`config.mk`:
```
export PLATFORM = sky130hd
export DESIGN_NAME = multivoice_audio_mix_clip_flat
export DESIGN_NICKNAME = d
export VERILOG_FILES = /design/src/rtl/core/mvmix_pkg.sv /design/src/rtl/core/mvmix_if.sv /design/src/rtl/core/multivoice_audio_mix_clip.sv /design/src/flat_wrapper.sv
export SDC_FILE = /design/constraint.sdc
export NUM_CORES = 1
export LEC_CHECK = 0
export ABC_AREA = 1
export BUFFER_PORTS_ARGS = -buffer_cell sky130_fd_sc_hd__buf_4
export CAP_MARGIN = 20
export CORE_MARGIN = 1.5
export CORE_UTILIZATION = 45
export CTS_BUF_LIST = sky130_fd_sc_hd__clkbuf_8
export DETAILED_ROUTE_END_ITERATION = 8
export PLACE_DENSITY = 0.73
export SETUP_SLACK_MARGIN = 0.02
export SYNTH_ARGS = -nofsm -noshare
export SYNTH_HDL_FRONTEND = slang
export SYNTH_SLANG_ARGS = --single-unit
```
`constraint.sdc`:
```
create_clock -name clock -period 6.7 [get_ports clock]
set_input_delay 0.67 -clock clock [delete_from_list [all_inputs] [get_ports clock]]
set_output_delay 0.67 -clock clock [all_outputs]
set_load 0.02 [all_outputs]
```
`src/rtl/core/mvmix_pkg.sv`:
```
// shared types, widths and constants of the multivoice mixer
package mvmix_pkg;

   // payload widths
   localparam int SampleWidth = 16;
   localparam int LevelWidth  = 8;
   localparam int VolWidth    = 9;
   localparam int RawWidth    = 24;
   localparam int AccWidth    = 32;
   localparam int OutWidth    = 16;
   localparam int ByteWidth   = 8;
   localparam int PosWidth    = 14;

   // shared multiplier operand and product widths
   localparam int MulAWidth   = SampleWidth + 1;
   localparam int MulBWidth   = LevelWidth + VolWidth + 1;
   localparam int MulPWidth   = MulAWidth + MulBWidth;

   // configuration port
   localparam int CsrAddrWidth = 4;
   localparam int CsrDataWidth = 32;

   // reset values of the configuration registers
   localparam logic [VolWidth-1:0] MasterVolReset = 9'd256;
   localparam logic [VolWidth-1:0] VoiceVolReset  = 9'd256;
   localparam logic                ByteOutReset   = 1'b0;
   localparam logic                StereoOutReset = 1'b1;

   // default output ring size in words
   localparam int RingWordsDefault = 16384;

   typedef logic signed [SampleWidth-1:0] sample_type;
   typedef logic        [LevelWidth-1:0]  level_type;
   typedef logic        [VolWidth-1:0]    vol_type;
   typedef logic signed [RawWidth-1:0]    raw_type;
   typedef logic signed [AccWidth-1:0]    acc_type;
   typedef logic signed [OutWidth-1:0]    out_type;
   typedef logic        [ByteWidth-1:0]   byte_type;
   typedef logic        [PosWidth-1:0]    pos_type;

   // register index codes (byte address / 4)
   typedef enum logic [1:0] {
      REG_MASTER_VOL = 2'd0,
      REG_VOICE_VOL  = 2'd1,
      REG_BYTE_OUT   = 2'd2,
      REG_STEREO_OUT = 2'd3
   } reg_idx_type;

   // sequencer states
   typedef enum logic [2:0] {
      ST_IDLE,
      ST_LVL_L,
      ST_SMP_L,
      ST_LVL_R,
      ST_SMP_R,
      ST_ADD_R,
      ST_EMIT
   } state_type;

endpackage

```
`src/rtl/core/mvmix_if.sv`:
```
// item channels of the mixer: voice request and frame response
interface mvmix_req_if;
   import mvmix_pkg::*;

   logic       valid;
   logic       ready;
   sample_type voice_sample;
   level_type  left_level;
   level_type  right_level;
   logic       voice_class;
   logic       first_of_frame;
   logic       raw_valid;
   raw_type    raw_left;
   raw_type    raw_right;
   logic       last_of_frame;

   modport source (
      output valid, voice_sample, left_level, right_level, voice_class,
             first_of_frame, raw_valid, raw_left, raw_right, last_of_frame,
      input  ready
   );
   modport sink (
      input  valid, voice_sample, left_level, right_level, voice_class,
             first_of_frame, raw_valid, raw_left, raw_right, last_of_frame,
      output ready
   );
endinterface

interface mvmix_rsp_if;
   import mvmix_pkg::*;

   logic      valid;
   logic      ready;
   out_type   out_left;
   out_type   out_right;
   byte_type  out_left_byte;
   byte_type  out_right_byte;
   pos_type   ring_index;

   modport source (
      output valid, out_left, out_right, out_left_byte, out_right_byte, ring_index,
      input  ready
   );
   modport sink (
      input  valid, out_left, out_right, out_left_byte, out_right_byte, ring_index,
      output ready
   );
endinterface

```
`src/rtl/core/multivoice_audio_mix_clip.sv`:
```
// stereo voice mixer top level: one shared multiplier under a small sequencer
// sequencing: an accepted item runs through the LVL_L, SMP_L, LVL_R, SMP_R and ADD_R
//   states; an item that closes a frame then waits in ST_EMIT to load the result register
// a new item is taken only in ST_IDLE, once the last one is through; the single 17x18
//   multiplier runs four products per item (two level*volume, two sample*gain) back to back
// reset: synchronous, active high; volumes 256, stereo on, byte mode off,
//   accumulators, frame position and ring indices zero, no result pending
module multivoice_audio_mix_clip #(
   parameter int RING_WORDS = mvmix_pkg::RingWordsDefault
) (
   input  logic                                  clock,
   input  logic                                  reset,
   mvmix_req_if.sink                             req_chan,
   mvmix_rsp_if.source                           rsp_chan,
   input  logic                                  csr_psel,
   input  logic                                  csr_penable,
   input  logic                                  csr_pwrite,
   input  logic [mvmix_pkg::CsrAddrWidth-1:0]    csr_paddr,
   input  logic [mvmix_pkg::CsrDataWidth-1:0]    csr_pwdata,
   output logic [mvmix_pkg::CsrDataWidth-1:0]    csr_prdata,
   output logic                                  csr_pready
);
   import mvmix_pkg::*;

   localparam int IdxWidth = $clog2(RING_WORDS);
   localparam logic [IdxWidth:0] RingLimit = (IdxWidth+1)'(RING_WORDS);
   localparam logic [IdxWidth:0] StepOne   = (IdxWidth+1)'(1);
   localparam logic [IdxWidth:0] StepTwo   = (IdxWidth+1)'(2);
   localparam pos_type           PosLast   = {PosWidth{1'b1}};

   // shift right by 8 and clip to 16-bit signed
   function automatic out_type clip16(input acc_type acc);
      logic signed [AccWidth-9:0] shifted;
      shifted = acc[AccWidth-1:8];
      if (shifted[AccWidth-9:OutWidth-1] == '0 ||
          shifted[AccWidth-9:OutWidth-1] == '1) begin
         clip16 = shifted[OutWidth-1:0];
      end else if (shifted[AccWidth-9]) begin
         clip16 = {1'b1, {(OutWidth-1){1'b0}}};
      end else begin
         clip16 = {1'b0, {(OutWidth-1){1'b1}}};
      end
   endfunction

   // configuration registers
   vol_type master_vol_ff, master_vol_in;
   vol_type vox_vol_ff, vox_vol_in;
   logic    byte_out_ff, byte_out_in;
   logic    stereo_out_ff, stereo_out_in;

   // sequencer and latched item
   state_type  state_ff, state_in;
   sample_type sample_ff, sample_in;
   level_type  lvl_l_ff, lvl_l_in;
   level_type  lvl_r_ff, lvl_r_in;
   vol_type    vol_ff, vol_in;
   logic       last_ff, last_in;

   // datapath
   logic signed [MulPWidth-1:0] prod_ff, prod_in;
   acc_type left_acc_ff, left_acc_in;
   acc_type right_acc_ff, right_acc_in;
   pos_type pos_ff, pos_in;
   logic [IdxWidth-1:0] idx1_ff, idx1_in;
   logic [IdxWidth-1:0] idx2_ff, idx2_in;

   // result register
   logic     rsp_valid_ff, rsp_valid_in;
   out_type  out_left_ff, out_left_in;
   out_type  out_right_ff, out_right_in;
   byte_type out_left_byte_ff, out_left_byte_in;
   byte_type out_right_byte_ff, out_right_byte_in;
   pos_type  ring_index_ff, ring_index_in;

   // combinational helpers
   logic                        accept;
   logic                        csr_write;
   logic                        out_free;
   logic signed [MulAWidth-1:0] mul_a;
   logic signed [MulBWidth-1:0] mul_b;
   logic signed [MulPWidth-1:0] mul_res;
   acc_type                     add_base;
   logic signed [AccWidth+1:0]  add_sum;
   acc_type                     add_sat;
   logic [IdxWidth:0]           idx1_step;
   logic [IdxWidth:0]           idx2_step;
   out_type                     clip_l;
   out_type                     clip_r;
   reg_idx_type                 csr_idx;

   assign accept         = req_chan.valid && req_chan.ready;
   assign req_chan.ready = (state_ff == ST_IDLE);
   assign out_free       = !rsp_valid_ff || rsp_chan.ready;
   assign csr_pready     = 1'b1;
   assign csr_write      = csr_psel && csr_penable && csr_pwrite && csr_pready;
   assign csr_idx        = reg_idx_type'(csr_paddr[3:2]);

   // register read mux
   always_comb begin
      case (csr_idx)
         REG_MASTER_VOL: csr_prdata = CsrDataWidth'(master_vol_ff);
         REG_VOICE_VOL:  csr_prdata = CsrDataWidth'(vox_vol_ff);
         REG_BYTE_OUT:   csr_prdata = CsrDataWidth'(byte_out_ff);
         REG_STEREO_OUT: csr_prdata = CsrDataWidth'(stereo_out_ff);
         default:        csr_prdata = '0;
      endcase
   end

   // register writes
   always_comb begin
      master_vol_in = master_vol_ff;
      vox_vol_in    = vox_vol_ff;
      byte_out_in   = byte_out_ff;
      stereo_out_in = stereo_out_ff;
      if (csr_write) begin
         case (csr_idx)
            REG_MASTER_VOL: master_vol_in = csr_pwdata[VolWidth-1:0];
            REG_VOICE_VOL:  vox_vol_in    = csr_pwdata[VolWidth-1:0];
            REG_BYTE_OUT:   byte_out_in   = csr_pwdata[0];
            REG_STEREO_OUT: stereo_out_in = csr_pwdata[0];
            default: begin
            end
         endcase
      end
   end

   // shared multiplier: level*volume, then sample*gain
   always_comb begin
      if (state_ff == ST_SMP_L || state_ff == ST_SMP_R) begin
         mul_a = {sample_ff[SampleWidth-1], sample_ff};
         mul_b = {1'b0, prod_ff[LevelWidth+VolWidth-1:0]};
      end else begin
         mul_a = {{(MulAWidth-LevelWidth){1'b0}},
                  (state_ff == ST_LVL_R) ? lvl_r_ff : lvl_l_ff};
         mul_b = {{(MulBWidth-VolWidth){1'b0}}, vol_ff};
      end
   end
   assign mul_res = MulPWidth'(mul_a) * MulPWidth'(mul_b);

   // shared saturating accumulate of the product shifted right by 8
   always_comb begin
      add_base = (state_ff == ST_ADD_R) ? right_acc_ff : left_acc_ff;
      add_sum  = (AccWidth+2)'(add_base)
                 + (AccWidth+2)'($signed(prod_ff[MulPWidth-1:8]));
      if (add_sum[AccWidth+1:AccWidth-1] == '0 || add_sum[AccWidth+1:AccWidth-1] == '1) begin
         add_sat = add_sum[AccWidth-1:0];
      end else if (add_sum[AccWidth+1]) begin
         add_sat = {1'b1, {(AccWidth-1){1'b0}}};
      end else begin
         add_sat = {1'b0, {(AccWidth-1){1'b1}}};
      end
   end

   // ring index stepping, mono and stereo kept side by side
   always_comb begin
      idx1_step = {1'b0, idx1_ff} + StepOne;
      if (idx1_step >= RingLimit) begin
         idx1_step = idx1_step - RingLimit;
      end
      idx2_step = {1'b0, idx2_ff} + StepTwo;
      if (idx2_step >= RingLimit) begin
         idx2_step = idx2_step - RingLimit;
      end
   end

   assign clip_l = clip16(left_acc_ff);
   assign clip_r = clip16(right_acc_ff);

   // sequencer next state and datapath updates
   always_comb begin
      state_in          = state_ff;
      sample_in         = sample_ff;
      lvl_l_in          = lvl_l_ff;
      lvl_r_in          = lvl_r_ff;
      vol_in            = vol_ff;
      last_in           = last_ff;
      prod_in           = mul_res;
      left_acc_in       = left_acc_ff;
      right_acc_in      = right_acc_ff;
      pos_in            = pos_ff;
      idx1_in           = idx1_ff;
      idx2_in           = idx2_ff;
      rsp_valid_in      = rsp_valid_ff && !rsp_chan.ready;
      out_left_in       = out_left_ff;
      out_right_in      = out_right_ff;
      out_left_byte_in  = out_left_byte_ff;
      out_right_byte_in = out_right_byte_ff;
      ring_index_in     = ring_index_ff;

      case (state_ff)
         ST_IDLE: begin
            if (accept) begin
               sample_in = req_chan.voice_sample;
               lvl_l_in  = req_chan.left_level;
               lvl_r_in  = req_chan.right_level;
               vol_in    = req_chan.voice_class ? vox_vol_ff : master_vol_ff;
               last_in   = req_chan.last_of_frame;
               // frame start: load the background pair or silence
               if (req_chan.first_of_frame) begin
                  left_acc_in  = req_chan.raw_valid ? AccWidth'(req_chan.raw_left) : '0;
                  right_acc_in = req_chan.raw_valid ? AccWidth'(req_chan.raw_right) : '0;
               end
               state_in = ST_LVL_L;
            end
         end
         ST_LVL_L: state_in = ST_SMP_L;
         ST_SMP_L: state_in = ST_LVL_R;
         ST_LVL_R: begin
            left_acc_in = add_sat;
            state_in    = ST_SMP_R;
         end
         ST_SMP_R: state_in = ST_ADD_R;
         ST_ADD_R: begin
            right_acc_in = add_sat;
            state_in     = last_ff ? ST_EMIT : ST_IDLE;
         end
         ST_EMIT: begin
            // wait for the result register to free up
            if (out_free) begin
               rsp_valid_in     = 1'b1;
               out_left_in      = clip_l;
               out_left_byte_in = clip_l[OutWidth-1:OutWidth-ByteWidth] ^ 8'h80;
               if (stereo_out_ff) begin
                  out_right_in      = clip_r;
                  out_right_byte_in = clip_r[OutWidth-1:OutWidth-ByteWidth] ^ 8'h80;
                  ring_index_in     = PosWidth'(idx2_ff);
               end else begin
                  out_right_in      = '0;
                  out_right_byte_in = 8'h80;
                  ring_index_in     = PosWidth'(idx1_ff);
               end
               pos_in = pos_ff + PosWidth'(1);
               if (pos_ff == PosLast) begin
                  idx1_in = '0;
                  idx2_in = '0;
               end else begin
                  idx1_in = idx1_step[IdxWidth-1:0];
                  idx2_in = idx2_step[IdxWidth-1:0];
               end
               state_in = ST_IDLE;
            end
         end
         default: state_in = ST_IDLE;
      endcase
   end

   // control state
   always_ff @(posedge clock) begin
      if (reset) begin
         state_ff      <= ST_IDLE;
         master_vol_ff <= MasterVolReset;
         vox_vol_ff    <= VoiceVolReset;
         byte_out_ff   <= ByteOutReset;
         stereo_out_ff <= StereoOutReset;
         left_acc_ff   <= '0;
         right_acc_ff  <= '0;
         pos_ff        <= '0;
         idx1_ff       <= '0;
         idx2_ff       <= '0;
         rsp_valid_ff  <= 1'b0;
      end else begin
         state_ff      <= state_in;
         master_vol_ff <= master_vol_in;
         vox_vol_ff    <= vox_vol_in;
         byte_out_ff   <= byte_out_in;
         stereo_out_ff <= stereo_out_in;
         left_acc_ff   <= left_acc_in;
         right_acc_ff  <= right_acc_in;
         pos_ff        <= pos_in;
         idx1_ff       <= idx1_in;
         idx2_ff       <= idx2_in;
         rsp_valid_ff  <= rsp_valid_in;
      end
   end

   // payload registers
   always_ff @(posedge clock) begin
      sample_ff         <= sample_in;
      lvl_l_ff          <= lvl_l_in;
      lvl_r_ff          <= lvl_r_in;
      vol_ff            <= vol_in;
      last_ff           <= last_in;
      prod_ff           <= prod_in;
      out_left_ff       <= out_left_in;
      out_right_ff      <= out_right_in;
      out_left_byte_ff  <= out_left_byte_in;
      out_right_byte_ff <= out_right_byte_in;
      ring_index_ff     <= ring_index_in;
   end

   assign rsp_chan.valid          = rsp_valid_ff;
   assign rsp_chan.out_left       = out_left_ff;
   assign rsp_chan.out_right      = out_right_ff;
   assign rsp_chan.out_left_byte  = out_left_byte_ff;
   assign rsp_chan.out_right_byte = out_right_byte_ff;
   assign rsp_chan.ring_index     = ring_index_ff;

`ifndef ASSERT_OFF
   // an accepted item keeps the block busy in the next cycle
   a_busy_after_accept: assert property (@(posedge clock) disable iff (reset)
      accept |=> !req_chan.ready)
      else $error("ready right after accepting an item");

   // a new result only comes out of the emit step
   a_result_from_emit: assert property (@(posedge clock) disable iff (reset)
      $rose(rsp_chan.valid) |-> $past(state_ff == ST_EMIT))
      else $error("result raised outside the emit step");

   // accumulators hold while idle and no item arrives
   a_acc_hold_idle: assert property (@(posedge clock) disable iff (reset)
      (state_ff == ST_IDLE && !accept) |=>
         ($stable(left_acc_ff) && $stable(right_acc_ff)))
      else $error("accumulator changed while idle");

   // ring indices stay inside the ring
   a_idx_in_ring: assert property (@(posedge clock) disable iff (reset)
      ({1'b0, idx1_ff} < RingLimit) && ({1'b0, idx2_ff} < RingLimit))
      else $error("ring index out of range");

   // frame position steps by one per emitted frame
   a_pos_step: assert property (@(posedge clock) disable iff (reset)
      (state_ff == ST_EMIT && out_free) |=> (pos_ff == $past(pos_ff) + PosWidth'(1)))
      else $error("frame position did not step");
`endif

endmodule

```
`src/flat_wrapper.sv`:
```
// flat-port wrapper written by rule: the top's interface ports become plain ports
module multivoice_audio_mix_clip_flat import mvmix_pkg::*;
#(
   parameter int RING_WORDS = mvmix_pkg::RingWordsDefault
)
  (clock, reset, csr_psel, csr_penable, csr_pwrite, csr_paddr, csr_pwdata, csr_prdata, csr_pready, req_chan_valid, req_chan_voice_sample, req_chan_left_level, req_chan_right_level, req_chan_voice_class, req_chan_first_of_frame, req_chan_raw_valid, req_chan_raw_left, req_chan_raw_right, req_chan_last_of_frame, req_chan_ready, rsp_chan_valid, rsp_chan_out_left, rsp_chan_out_right, rsp_chan_out_left_byte, rsp_chan_out_right_byte, rsp_chan_ring_index, rsp_chan_ready);
  mvmix_req_if req_chan_i ();
  mvmix_rsp_if rsp_chan_i ();
  input  logic clock;
  input  logic reset;
  input  logic csr_psel;
  input  logic csr_penable;
  input  logic csr_pwrite;
  input  logic [mvmix_pkg::CsrAddrWidth-1:0] csr_paddr;
  input  logic [mvmix_pkg::CsrDataWidth-1:0] csr_pwdata;
  output logic [mvmix_pkg::CsrDataWidth-1:0] csr_prdata;
  output logic csr_pready;
  input wire logic [$bits(req_chan_i.valid)-1:0] req_chan_valid;
  input wire logic [$bits(req_chan_i.voice_sample)-1:0] req_chan_voice_sample;
  input wire logic [$bits(req_chan_i.left_level)-1:0] req_chan_left_level;
  input wire logic [$bits(req_chan_i.right_level)-1:0] req_chan_right_level;
  input wire logic [$bits(req_chan_i.voice_class)-1:0] req_chan_voice_class;
  input wire logic [$bits(req_chan_i.first_of_frame)-1:0] req_chan_first_of_frame;
  input wire logic [$bits(req_chan_i.raw_valid)-1:0] req_chan_raw_valid;
  input wire logic [$bits(req_chan_i.raw_left)-1:0] req_chan_raw_left;
  input wire logic [$bits(req_chan_i.raw_right)-1:0] req_chan_raw_right;
  input wire logic [$bits(req_chan_i.last_of_frame)-1:0] req_chan_last_of_frame;
  output wire logic [$bits(req_chan_i.ready)-1:0] req_chan_ready;
  output wire logic [$bits(rsp_chan_i.valid)-1:0] rsp_chan_valid;
  output wire logic [$bits(rsp_chan_i.out_left)-1:0] rsp_chan_out_left;
  output wire logic [$bits(rsp_chan_i.out_right)-1:0] rsp_chan_out_right;
  output wire logic [$bits(rsp_chan_i.out_left_byte)-1:0] rsp_chan_out_left_byte;
  output wire logic [$bits(rsp_chan_i.out_right_byte)-1:0] rsp_chan_out_right_byte;
  output wire logic [$bits(rsp_chan_i.ring_index)-1:0] rsp_chan_ring_index;
  input wire logic [$bits(rsp_chan_i.ready)-1:0] rsp_chan_ready;
  assign req_chan_i.valid = req_chan_valid;
  assign req_chan_i.voice_sample = req_chan_voice_sample;
  assign req_chan_i.left_level = req_chan_left_level;
  assign req_chan_i.right_level = req_chan_right_level;
  assign req_chan_i.voice_class = req_chan_voice_class;
  assign req_chan_i.first_of_frame = req_chan_first_of_frame;
  assign req_chan_i.raw_valid = req_chan_raw_valid;
  assign req_chan_i.raw_left = req_chan_raw_left;
  assign req_chan_i.raw_right = req_chan_raw_right;
  assign req_chan_i.last_of_frame = req_chan_last_of_frame;
  assign req_chan_ready = req_chan_i.ready;
  assign rsp_chan_valid = rsp_chan_i.valid;
  assign rsp_chan_out_left = rsp_chan_i.out_left;
  assign rsp_chan_out_right = rsp_chan_i.out_right;
  assign rsp_chan_out_left_byte = rsp_chan_i.out_left_byte;
  assign rsp_chan_out_right_byte = rsp_chan_i.out_right_byte;
  assign rsp_chan_ring_index = rsp_chan_i.ring_index;
  assign rsp_chan_i.ready = rsp_chan_ready;
  multivoice_audio_mix_clip #(.RING_WORDS(RING_WORDS)) u_core (.clock(clock), .reset(reset), .req_chan(req_chan_i), .rsp_chan(rsp_chan_i), .csr_psel(csr_psel), .csr_penable(csr_penable), .csr_pwrite(csr_pwrite), .csr_paddr(csr_paddr), .csr_pwdata(csr_pwdata), .csr_prdata(csr_prdata), .csr_pready(csr_pready));
endmodule
```
==> out/results.tsv <==
stage	metric	value	unit
run_status	status	finished, final reports clean	
placed_design	final HPWL from detailed placement	49200	um
yosys	average cell area after synthesis	7.75	um^2
layout	final-layout fill cell count	4782	
critical_path	dominant cell type by count on the critical path	sky130_fd_sc_hd__fa_1	
critical_path	Crit path largest cell delay	0.56	ns
yosys	share of Yosys cell area claimed by the top area cell type	19.8	%
layout	sequential standard cell area	5990	um^2
global_routing	first-pass GRT wire length	97500	um
clock_network	TritonCTS clock tree	yes	
clock_network	htree depth	2	
routing	drc violations	0	
yosys	top cell type by total area after synthesis	sky130_fd_sc_hd__fa_1	
clock_network	clock input transition at the sequential cells of the worst setup and hold paths	0.07	ns
sta	total count of hold-check failures in the final report	0	
clock_network	root buf cell	sky130_fd_sc_hd__clkbuf_8	
yosys	sequential element share of the synthesized area	26.3	%
clock_network	total CTS buffers	44	
yosys	YS warnings	0	
layout	Non-Filler Cell Area, Final	26200	um^2
sta	headroom to the max-slew limit	26.1	%
layout	Layout area overhead	15.2	%
placed_design	DP Area	25000	um^2
sta	minimum clock period	6.46	ns
clock_network	clock sink count	254	
sta	setup violation total in the final timing report	0	
critical_path	type of the worst setup path	reg -> reg	
floorplanning	total I/O pin count	224	
yosys	most area-consuming cells after synthesis	sky130_fd_sc_hd__fa_1 (20%), sky130_fd_sc_hd__dfxtp_1 (14%), sky130_fd_sc_hd__edfxtp_1 (12%)	
routing	iteration-0 DRC count of the detailed router	1539	
floorplanning	row count	82	
clock_network	clock insertion delay at the later pin of the skew report	0.67	ns
layout	Multi-input gate area	14300	um^2
placed_design	gpl congestion	0.960	
sta	f_max	0.155	GHz
critical_path	data required time at the worst endpoint	7.19	ns
floorplanning	starting density of the core	45.4	%
global_routing	largest net degree at the start of global routing	74	
yosys	number of different library cells in the post-synthesis netlist	52	
floorplanning	die height	228	um
yosys	post-synthesis async set-or-reset flop share	0	%
floorplanning	core footprint	50100	um^2
layout	fraction of final layout cells sized beyond drive strength 1	13.5	%
sta	Total Negative Setup Slacks	0	ns
layout	NumNets Final	3674	
critical_path	delay-heaviest family, CP	adder cells	
yosys	most used flip-flop cell after synthesis	sky130_fd_sc_hd__dfxtp_1	
run	Max-Cap Viols	0	
clock_network	buffers from clock root to sink, at most	3	
sta	period utilisation layout	96.4	%
routing	via count	19700	
sta	total count of max-transition violations in the final report	0	
clock_network	number of buffers added to fix hold violations after cts	0	
critical_path	Worst Path Buf+Inv	9	
routing	post-detailed-route count of antenna-violating nets	0	
placed_design	number of buffers inserted by port buffering	174	
global_routing	overflow left after global routing	0	
critical_path	sort of element at the start of the critical path	flip-flop	
yosys	cell area after synthesis	22700	um^2
global_routing	antenna violations before repair	2	
placed_design	worst setup slack before clock tree synthesis	0.0681	ns
global_routing	combined global-route utilization of all metal layers	23.4	%
critical_path	nature of the critical path endpoint	flip-flop	
sta	pin slew with the least headroom to its limit	1.10	ns
yosys	post-synthesis register bit count	254	
floorplanning	width of the chip	228	um
min_path	worst hold path class	in -> reg	
global_routing	vias in the first global route	19300	
sta	setup skew after layout	0.0633	ns
routing	average via count per standard cell	5.09	
critical_path	slowest cell on the critical path	sky130_fd_sc_hd__fa_1	
routing	count of TritonRoute iterations in the first routing pass	5	
critical_path	critical path arrival	6.94	ns
routing	DR WL/cell	15.8	um
floorplanning	die outline area	51900	um^2
critical_path	maximum fanout along the worst path	7	
routing	final routed wirelength across all metal layers	61300	um
yosys	count of flip-flops with a built-in enable after synthesis	90	
yosys	cell count after synthesis	2935	
sta	Final Worst Setup Slack	0.244	ns
-- worst paths after layout --
path	start	endpoint	slack, ns	depth (start not counted)
min	req_chan_voice_sample[15]	u_core.sample_ff[15]	0.17	1
min reg2reg	u_core.left_acc_ff[31]	u_core.rsp_chan.out_left[15]	0.43	0
max reg2reg	u_core.state_ff[2]	u_core.prod_ff[32]	0.24	27
max	u_core.state_ff[2]	u_core.prod_ff[32]	0.24	27
-- layout by cell type, fill, tap and decap left out, drive strengths merged, types with 25 or more instances in the layout --
cell type	Yosys	layout
a21oi	239	239
buf	66	276
clkbuf	53	48
dfxtp	164	164
edfxtp	90	90
fa	225	225
ha	161	161
inv	538	557
nand2	676	676
nand3	65	65
nand4	25	25
nor2	253	253
nor3	38	38
o21ai	202	202
xor2	39	39
-- flip-flops by register name, summed over array words and instances (netlist names), 9 cells and up --
| signal | cells |
|---|---|
| u_core.idx1_ff | 14 |
| u_core.sample_ff | 16 |
| u_core.master_vol_ff | 9 |
| u_core.rsp_chan.out_right | 16 |
| u_core.right_acc_ff | 32 |
| u_core.vol_ff | 9 |
| u_core.rsp_chan.ring_index | 14 |
| u_core.vox_vol_ff | 9 |
| u_core.prod_ff | 35 |
| u_core.rsp_chan.out_left | 16 |
| u_core.left_acc_ff | 32 |
| u_core.pos_ff | 14 |
| u_core.idx2_ff | 13 |
-- cell type report --
cell class,count,share of cell area (%)
diodes,3,0.0286
clock buffers,47,2.47
clock inverters,35,0.769
inverters,543,7.86
multi-input cells,2040,54.7
flip-flops and latches,254,22.9
well taps,672,3.21
repair buffers,277,8.10
repair inverters,1,0.0286
-- layer usage --
| layer | wire [um] | global-route usage [%] | vias to the layer above |
|---|---|---|---|
| li1 | - | - | 9614 |
| met1 | 25500 | 30.0 | 9245 |
| met2 | 28500 | 38.7 | 710 |
| met3 | 4820 | 4.69 | 138 |
| met4 | 2510 | 9.40 | 0 |
| met5 | 0 | 0 | - |
-- cells by family after synthesis --
logic type	share of synthesized area (%)
XOR/XNOR	2.16
adder cells (fa/ha/maj)	28.7
AND/OR/NAND/NOR	19.6
AO/OA/AOI/OAI	11.5
flip-flops	26.3
other	0.0330
buffers and inverters	11.8
-- cells in the mapped netlist, types with 3 or more instances --
library cell               instances
sky130_fd_sc_hd__nand4_1          25
sky130_fd_sc_hd__inv_2             5
sky130_fd_sc_hd__a21oi_2           6
sky130_fd_sc_hd__buf_1            11
sky130_fd_sc_hd__nor3_1           34
sky130_fd_sc_hd__o21bai_1         10
sky130_fd_sc_hd__nor4_1            9
sky130_fd_sc_hd__a21oi_1         232
sky130_fd_sc_hd__edfxtp_1         90
sky130_fd_sc_hd__dfxtp_1         164
sky130_fd_sc_hd__clkinv_1          5
sky130_fd_sc_hd__o21ai_0         166
sky130_fd_sc_hd__nand3b_1          8
sky130_fd_sc_hd__o21ai_1          27
sky130_fd_sc_hd__nand2_1         660
sky130_fd_sc_hd__inv_1           533
sky130_fd_sc_hd__o21ai_2           9
sky130_fd_sc_hd__buf_4            39
sky130_fd_sc_hd__nor3b_1           3
sky130_fd_sc_hd__o21a_1            9
sky130_fd_sc_hd__a21o_1            6
sky130_fd_sc_hd__nand2_2          14
sky130_fd_sc_hd__ha_1            161
sky130_fd_sc_hd__a31oi_1           5
sky130_fd_sc_hd__nand3_1          63
sky130_fd_sc_hd__buf_2            13
sky130_fd_sc_hd__xor2_1           39
sky130_fd_sc_hd__fa_1            225
sky130_fd_sc_hd__a211oi_1          5
sky130_fd_sc_hd__or2_2             6
sky130_fd_sc_hd__buf_6             3
sky130_fd_sc_hd__clkbuf_1         53
sky130_fd_sc_hd__xnor2_1          17
sky130_fd_sc_hd__nor3_2            4
sky130_fd_sc_hd__o31ai_1           3
sky130_fd_sc_hd__nor2_1          251
-- stage by stage --
| stage | cells | hold WS, ns | util [%] |
|---|---|---|---|
| 4_1_cts | 3845 | 0.142 | 51.6 |
| 3_3_place_gp | 3763 | 0.417 | 49.9 |
| 3_5_place_dp | 3763 | 0.416 | 49.9 |
| 2_1_floorplan | 2957 | 0.439 | - |
| 6_report | 3872 | 0.173 | 52.3 |
| 5_1_grt | 3872 | 0.146 | 52.3 |
-- worst reg2reg max path: stages (launching register included) --
cell	delay, ns
sky130_fd_sc_hd__dfxtp_2	0.34
sky130_fd_sc_hd__inv_1	0.12
sky130_fd_sc_hd__nand3_1	0.13
sky130_fd_sc_hd__nand2_2	0.13
sky130_fd_sc_hd__buf_4	0.19
sky130_fd_sc_hd__nand2_1	0.16
sky130_fd_sc_hd__clkinvlp_4	0.24
sky130_fd_sc_hd__buf_12	0.15
sky130_fd_sc_hd__buf_4	0.10
sky130_fd_sc_hd__nand2_1	0.06
sky130_fd_sc_hd__fa_1	0.56
sky130_fd_sc_hd__inv_1	0.06
sky130_fd_sc_hd__fa_1	0.47
sky130_fd_sc_hd__fa_1	0.56
sky130_fd_sc_hd__fa_1	0.46
sky130_fd_sc_hd__fa_1	0.49
sky130_fd_sc_hd__inv_1	0.05
sky130_fd_sc_hd__fa_1	0.55
sky130_fd_sc_hd__inv_1	0.06
sky130_fd_sc_hd__ha_1	0.32
sky130_fd_sc_hd__buf_4	0.16
sky130_fd_sc_hd__a21oi_1	0.13
sky130_fd_sc_hd__o21ai_0	0.10
sky130_fd_sc_hd__a21oi_1	0.17
sky130_fd_sc_hd__nand3_2	0.15
sky130_fd_sc_hd__nand3_1	0.10
sky130_fd_sc_hd__o2111ai_1	0.12
sky130_fd_sc_hd__xor2_1	0.17
-- what timing repair did --
item / CTS / global route
setup endpoints to repair: 0 / 16
setup buffers: 0 / 22
resized for setup: 0 / 54
Power is not shown: default switching activity piles up to over one toggle a cycle in this logic, so the estimate is an artifact.
